File: src/rtl/core/cht_pkg.sv
// ----------------------------------------------------------------------------
// cht_pkg
// types, constants and helpers of the counting hash table
// ----------------------------------------------------------------------------
`default_nettype none

package cht_pkg;

  // table geometry; slot count must be a power of two
  localparam int TABLE_SLOTS  = 256;
  localparam int KEY_WORDS    = 4;
  localparam int PAYLOAD_BITS = 32;
  localparam int COUNT_BITS   = 32;

  localparam int SLOT_BITS  = $clog2(TABLE_SLOTS);
  localparam int OCC_BITS   = SLOT_BITS + 1;
  localparam int KIDX_BITS  = (KEY_WORDS > 1) ? $clog2(KEY_WORDS) : 1;
  localparam int KADDR_BITS = $clog2(TABLE_SLOTS * KEY_WORDS);
  localparam int ENTRY_BITS = 1 + PAYLOAD_BITS + COUNT_BITS;

  // hash schedule: full groups of three words, then a tail of one to three
  localparam logic [31:0] HASH_SEED = 32'hdeadbeef;
  localparam int HASH_GROUPS = (KEY_WORDS - 1) / 3;
  localparam int HASH_TAIL   = KEY_WORDS - 3 * HASH_GROUPS;
  localparam int HW_DEPTH    = 3 * HASH_GROUPS + 3;
  localparam int GRP_BITS    = 3;

  typedef enum logic [1:0] {
    CMD_ADD   = 2'd0,
    CMD_READ  = 2'd1,
    CMD_CLEAR = 2'd2
  } cmd_t;

  typedef enum logic [1:0] {
    ST_NEW    = 2'd0,
    ST_MERGED = 2'd1,
    ST_FULL   = 2'd2,
    ST_READ   = 2'd3
  } status_t;

  typedef enum logic [2:0] {
    OSEL_NEW,
    OSEL_NEWZ,
    OSEL_MERGE,
    OSEL_FULL,
    OSEL_READ
  } out_sel_t;

  typedef enum logic [3:0] {
    S_IDLE,
    S_HINIT,
    S_HASH,
    S_HOME,
    S_PCHECK,
    S_KWAIT,
    S_KCMP,
    S_KDEC,
    S_WKEY,
    S_WENT,
    S_ZERO,
    S_FULL,
    S_RWAIT,
    S_REMIT
  } state_t;

  typedef struct packed {
    logic     take_word;
    logic     take_read;
    logic     clear;
    logic     hash_load;
    logic     hash_step;
    logic     probe_start;
    logic     probe_next;
    logic     kidx_clr;
    logic     kidx_inc;
    logic     match_upd;
    logic     wr_key;
    logic     wr_entry;
    logic     out_load;
    out_sel_t out_sel;
  } ctl_t;

  typedef struct packed {
    logic last_word;
    logic hash_last;
    logic slot_valid;
    logic kidx_end;
    logic key_match;
    logic probe_last;
    logic cnt_zero;
    logic out_busy;
  } sts_t;

  function automatic logic [31:0] rotl(input logic [31:0] x, input int unsigned k);
    return (x << k) | (x >> (32 - k));
  endfunction

endpackage

`default_nettype wire

File: src/rtl/core/cht_ctrl.sv
// ----------------------------------------------------------------------------
// cht_ctrl
// sequencer for key intake, hashing, probing, inserts and slot reads
// ----------------------------------------------------------------------------
`default_nettype none

module cht_ctrl (
  input  wire logic          clk,
  input  wire logic          rst,
  input  wire logic          in_valid,
  input  wire logic [1:0]    in_cmd,
  output logic               in_ready,
  input  wire cht_pkg::sts_t sts,
  output cht_pkg::ctl_t      ctl
);

  cht_pkg::state_t state, state_next;

  always_ff @(posedge clk) begin
    if (rst) begin
      state <= cht_pkg::S_IDLE;
    end else begin
      state <= state_next;
    end
  end

  always_comb begin
    state_next  = state;
    ctl         = '0;
    ctl.out_sel = cht_pkg::OSEL_NEW;
    in_ready    = 1'b0;
    unique case (state)
      cht_pkg::S_IDLE: begin
        in_ready = 1'b1;
        if (in_valid) begin
          unique case (in_cmd)
            cht_pkg::CMD_ADD: begin
              ctl.take_word = 1'b1;
              if (sts.last_word) state_next = cht_pkg::S_HINIT;
            end
            cht_pkg::CMD_READ: begin
              ctl.take_read = 1'b1;
              ctl.kidx_clr  = 1'b1;
              state_next    = cht_pkg::S_RWAIT;
            end
            cht_pkg::CMD_CLEAR: ctl.clear = 1'b1;
            default: ;
          endcase
        end
      end
      cht_pkg::S_HINIT: begin
        ctl.hash_load = 1'b1;
        state_next    = cht_pkg::S_HASH;
      end
      cht_pkg::S_HASH: begin
        ctl.hash_step = 1'b1;
        if (sts.hash_last) state_next = cht_pkg::S_HOME;
      end
      cht_pkg::S_HOME: begin
        ctl.probe_start = 1'b1;
        state_next      = cht_pkg::S_PCHECK;
      end
      cht_pkg::S_PCHECK: begin
        ctl.kidx_clr = 1'b1;
        if (!sts.slot_valid) begin
          state_next = sts.cnt_zero ? cht_pkg::S_ZERO : cht_pkg::S_WKEY;
        end else begin
          state_next = cht_pkg::S_KWAIT;
        end
      end
      cht_pkg::S_KWAIT: state_next = cht_pkg::S_KCMP;
      cht_pkg::S_KCMP: begin
        ctl.match_upd = 1'b1;
        if (sts.kidx_end) begin
          state_next = cht_pkg::S_KDEC;
        end else begin
          ctl.kidx_inc = 1'b1;
          state_next   = cht_pkg::S_KWAIT;
        end
      end
      cht_pkg::S_KDEC: begin
        priority if (sts.key_match) begin
          if (!sts.out_busy) begin
            ctl.wr_entry = 1'b1;
            ctl.out_load = 1'b1;
            ctl.out_sel  = cht_pkg::OSEL_MERGE;
            state_next   = cht_pkg::S_IDLE;
          end
        end else if (sts.probe_last) begin
          state_next = cht_pkg::S_FULL;
        end else begin
          ctl.probe_next = 1'b1;
          state_next     = cht_pkg::S_PCHECK;
        end
      end
      cht_pkg::S_WKEY: begin
        ctl.wr_key = 1'b1;
        if (sts.kidx_end) begin
          state_next = cht_pkg::S_WENT;
        end else begin
          ctl.kidx_inc = 1'b1;
        end
      end
      cht_pkg::S_WENT: begin
        if (!sts.out_busy) begin
          ctl.wr_entry = 1'b1;
          ctl.out_load = 1'b1;
          ctl.out_sel  = cht_pkg::OSEL_NEW;
          state_next   = cht_pkg::S_IDLE;
        end
      end
      cht_pkg::S_ZERO: begin
        if (!sts.out_busy) begin
          ctl.out_load = 1'b1;
          ctl.out_sel  = cht_pkg::OSEL_NEWZ;
          state_next   = cht_pkg::S_IDLE;
        end
      end
      cht_pkg::S_FULL: begin
        if (!sts.out_busy) begin
          ctl.out_load = 1'b1;
          ctl.out_sel  = cht_pkg::OSEL_FULL;
          state_next   = cht_pkg::S_IDLE;
        end
      end
      cht_pkg::S_RWAIT: state_next = cht_pkg::S_REMIT;
      cht_pkg::S_REMIT: begin
        if (!sts.out_busy) begin
          ctl.out_load = 1'b1;
          ctl.out_sel  = cht_pkg::OSEL_READ;
          if (sts.kidx_end) begin
            state_next = cht_pkg::S_IDLE;
          end else begin
            ctl.kidx_inc = 1'b1;
            state_next   = cht_pkg::S_RWAIT;
          end
        end
      end
      default: state_next = cht_pkg::S_IDLE;
    endcase
  end

endmodule

`default_nettype wire

File: config.mk
export PLATFORM = sky130hd
export DESIGN_NAME = cht_ctrl
export DESIGN_NICKNAME = d
export VERILOG_FILES = /design/src/rtl/core/cht_pkg.sv /design/src/rtl/core/cht_ctrl.sv
export SDC_FILE = /design/constraint.sdc
export NUM_CORES = 1
export LEC_CHECK = 0
export BUFFER_PORTS_ARGS = -buffer_cell sky130_fd_sc_hd__buf_2
export CAP_MARGIN = 20
export CELL_PAD_IN_SITES_DETAIL_PLACEMENT = 1
export CELL_PAD_IN_SITES_GLOBAL_PLACEMENT = 1
export CORE_MARGIN = 2
export CORE_UTILIZATION = 34
export DETAILED_ROUTE_END_ITERATION = 10
export MAX_ROUTING_LAYER = met4
export PLACE_DENSITY_LB_ADDON = 0.25
export SYNTH_ARGS = -nofsm -noshare
export SYNTH_HDL_FRONTEND = slang
export SYNTH_SLANG_ARGS = --single-unit
File: constraint.sdc
create_clock -name clk -period 4.2 [get_ports clk]
set_clock_uncertainty 0.2 [all_clocks]
set_input_delay 0.21 -clock clk [delete_from_list [all_inputs] [get_ports clk]]
set_output_delay 0.21 -clock clk [all_outputs]
set_load 0.02 [all_outputs]
==> out/qor.csv <==
stage,metric,value,unit
status,status,finished clean,
logic_synthesis,netlist_area,684,µm²
logic_synthesis,yosysTopAreaCell,dfxtp_1,
final_layout,layout.nets,137,
detailed_routing,wl_per_cell,14.6,µm
timing,period_minus_slack,2.16,ns
clock_network,cts_root_buf,clkbuf_4,
final_layout,regArea,80.1,µm²
detailed_routing,postRouteAntennaNets,0,
final_layout,area_delta_synth_final,22.3,%
logic_synthesis,synth.mux.area_fraction,0.0146,
logic_synthesis,synth_top_family_by_area,simple AND/OR/NAND/NOR gates,
global_route,antenna_found_initial,0,
logic_synthesis,synthAdderAreaFrac,0,
floorplan,die_w,48.9,µm
timing,fin_ws,2.04,ns
timing,hold_viol,0,
logic_synthesis,synth-compound-area-share,0.329,
floorplan,die_area,0.00239,mm²
floorplan,start_util,0.356,
detailed_routing,drc,0,
detailed_routing,drt_iter0_drc,8,
critical_path,startpoint_type,flop,
floorplan,num_io_pins,30,
global_route,overflow,0,
timing,worstMarginPinSlew,0.701,ns
final_layout,fill_cells,274,
logic_synthesis,synthXorXnorAreaFrac,0,
final_layout,stdcell_area,837,µm²
final_layout,top_register,state,
logic_synthesis,yosys_register_bits,4,
logic_synthesis,syn_avg_cell_area,6.98,µm²
logic_synthesis,synth_area_leaders,"dfxtp_1, nor2_1, o32ai_1",
global_route,track_usage,0.192,
global_route,grt_max_degree,21,
logic_synthesis,synthFlopType,dfxtp_1,
final_layout,final_cells,149,
pwr,power,0.501,mW
logic_synthesis,synth-seq-area-share,0.117,
clock_network,numCtsBuffers,3,
detailed_routing,first_pass_iters,4,
global_route,grt_pass1_wl,3620,µm
timing,finalCritPeriodShare,0.515,
clock_network,cts_tree,yes,
logic_synthesis,synth_edf_count,0,
floorplan,core.rowCount,16,
timing,fmax,463,MHz
timing,fin_tns_setup,0,ns
critical_path,crit_path_end_kind,output pin,
logic_synthesis,syn_inst,98,
logic_synthesis,synth_simple_gate_area_frac,0.426,
placed_design,postPlaceCellArea,805,µm²
detailed_routing,routed_wl,2170,µm
pwr,ir_worst_vdd,0.349,mV
final_layout,drive_gt1_frac,0.295,
placed_design,place_congestion,0.805,
logic_synthesis,synth_top_area_share,0.117,
placed_design,dp_hpwl,1650,µm
critical_path,required,3.79,ns
timing,slew_headroom,0.532,
detailed_routing,num_vias,856,
global_route,grt_pass1_vias,748,
critical_path,path_class,flop to output pin,
job,cap_violations,0,
pwr,p_leak,0.369,nW
hold_path,worst_hold_path.num_cells,3,
timing,drv_slew,0,
clock_network,clkTransAtPathRegs,0.04,ns
critical_path,reg2reg_depth,4,
final_layout,largest_reg_flops,4,
timing,rsz0062_at_grt,no,
pwr,p_per_area,598,mW/mm²
critical_path,arrival,1.75,ns
timing,holdWs,0.203,ns
timing,setup_viol,0,
critical_path,crit_fanout,20,
clock_network,clk_latency,0.23,ns
placed_design,placement.setup.worst_slack,2.15,ns
logic_synthesis,synth_cell_types,46,
floorplan,die_y,48.9,µm
placed_design,dp_cells,145,
logic_synthesis,async_flop_share,0,
logic_synthesis,yosys_warnings,0,
final_layout,fin_util,0.436,
logic_synthesis,syn_nets,111,
final_layout,multi_input_comb_area,527,µm²
final_layout,antenna_cells,0,
clock_network,clockBufferDepth,2,
placed_design,portBuffers,29,
floorplan,fp.coreArea,0.00192,mm²
final_layout,top_regs,state (4),
detailed_routing,via_per_inst,5.74,
clock_network,clock-sinks,4,
clock_network,h-tree-depth,1,
hold_path,hp-class,input port to flop,
-- placed cells by master, fill, tap and decap left out, types with 2 or more instances in the layout --
master,synthesis,layout
buf_2,5,29
nor2_1,11,11
nand2_1,5,5
inv_1,5,5
nor3_1,5,5
nand2b_1,4,4
o21ai_0,4,4
a21oi_1,4,4
dfxtp_1,4,4
nand3b_1,3,3
a31oi_1,3,3
o32ai_1,3,3
clkbuf_4,0,3
nor2b_1,2,2
and2_1,2,2
and3_1,2,2
a32oi_1,2,2
o22ai_1,2,2
o211ai_1,2,2
or3_1,2,2
-- routing by layer --
layer / vias up / routed length [µm] / global-route usage
met3: 0 / 68 / 0.0184
met2: 21 / 1100 / 0.320
met4: 0 / 0 / 0
li1: 420 / - / -
met1: 415 / 1000 / 0.270
met5: - / 0 / -
-- worst max-delay path, stage by stage (launching register included) --
cell and delay [ns]:
dfxtp_1 0.76, and2b_1 0.31, a31oi_1 0.10, nor3_1 0.16, buf_2 0.19
-- synthesized netlist by cell type, types with 2 or more instances --
master	instances
buf_2	5
inv_1	5
nor2b_1	2
nand3b_1	3
and3_1	2
nand2_1	5
o32ai_1	3
nor2_1	11
a32oi_1	2
a21oi_1	4
or3_1	2
a31oi_1	3
nor3_1	5
o211ai_1	2
o22ai_1	2
nand2b_1	4
o21ai_0	4
and2_1	2
buf_6	2
dfxtp_1	4
-- area by class of cell --
type	instances	area share
Tap cell	27	0.0404
Timing Repair Buffer	30	0.185
Inverter	5	0.0224
Multi-Input combinational cell	80	0.629
Sequential cell	4	0.0957
Clock buffer	3	0.0269
-- report_power, final --
part	switching (mW)	internal (mW)
Sequential	0.0713	0.0522
Combinational	0.188	0.142
Clock	0.0152	0.0319
-- worst paths after layout --
check | startpoint | end | slack (ns)
hold / removal | sts[0] | state[0]$_SDFFE_PP0P_ | 0.20
hold reg to reg | state[3]$_SDFFE_PP0P_ | state[3]$_SDFFE_PP0P_ | 0.64
setup reg to reg | state[2]$_SDFFE_PP0P_ | state[2]$_SDFFE_PP0P_ | 2.13
setup / recovery | state[2]$_SDFFE_PP0P_ | ctl[4] | 2.04
-- logic make-up after synthesis --
logic type / Yosys count
AND/OR/NAND/NOR: 48
buffers and inverters: 14
AO/OA/AOI/OAI: 31
flip-flops: 4
multiplexers: 1
-- timing repair --
item | in CTS | in global routing
setup buffers | 0 | 0
hold buffers | 1 | 0
endpoints found under the hold margin | 1 | 0
gates resized for setup | 0 | 0
(Power assumes the default switching activity.)
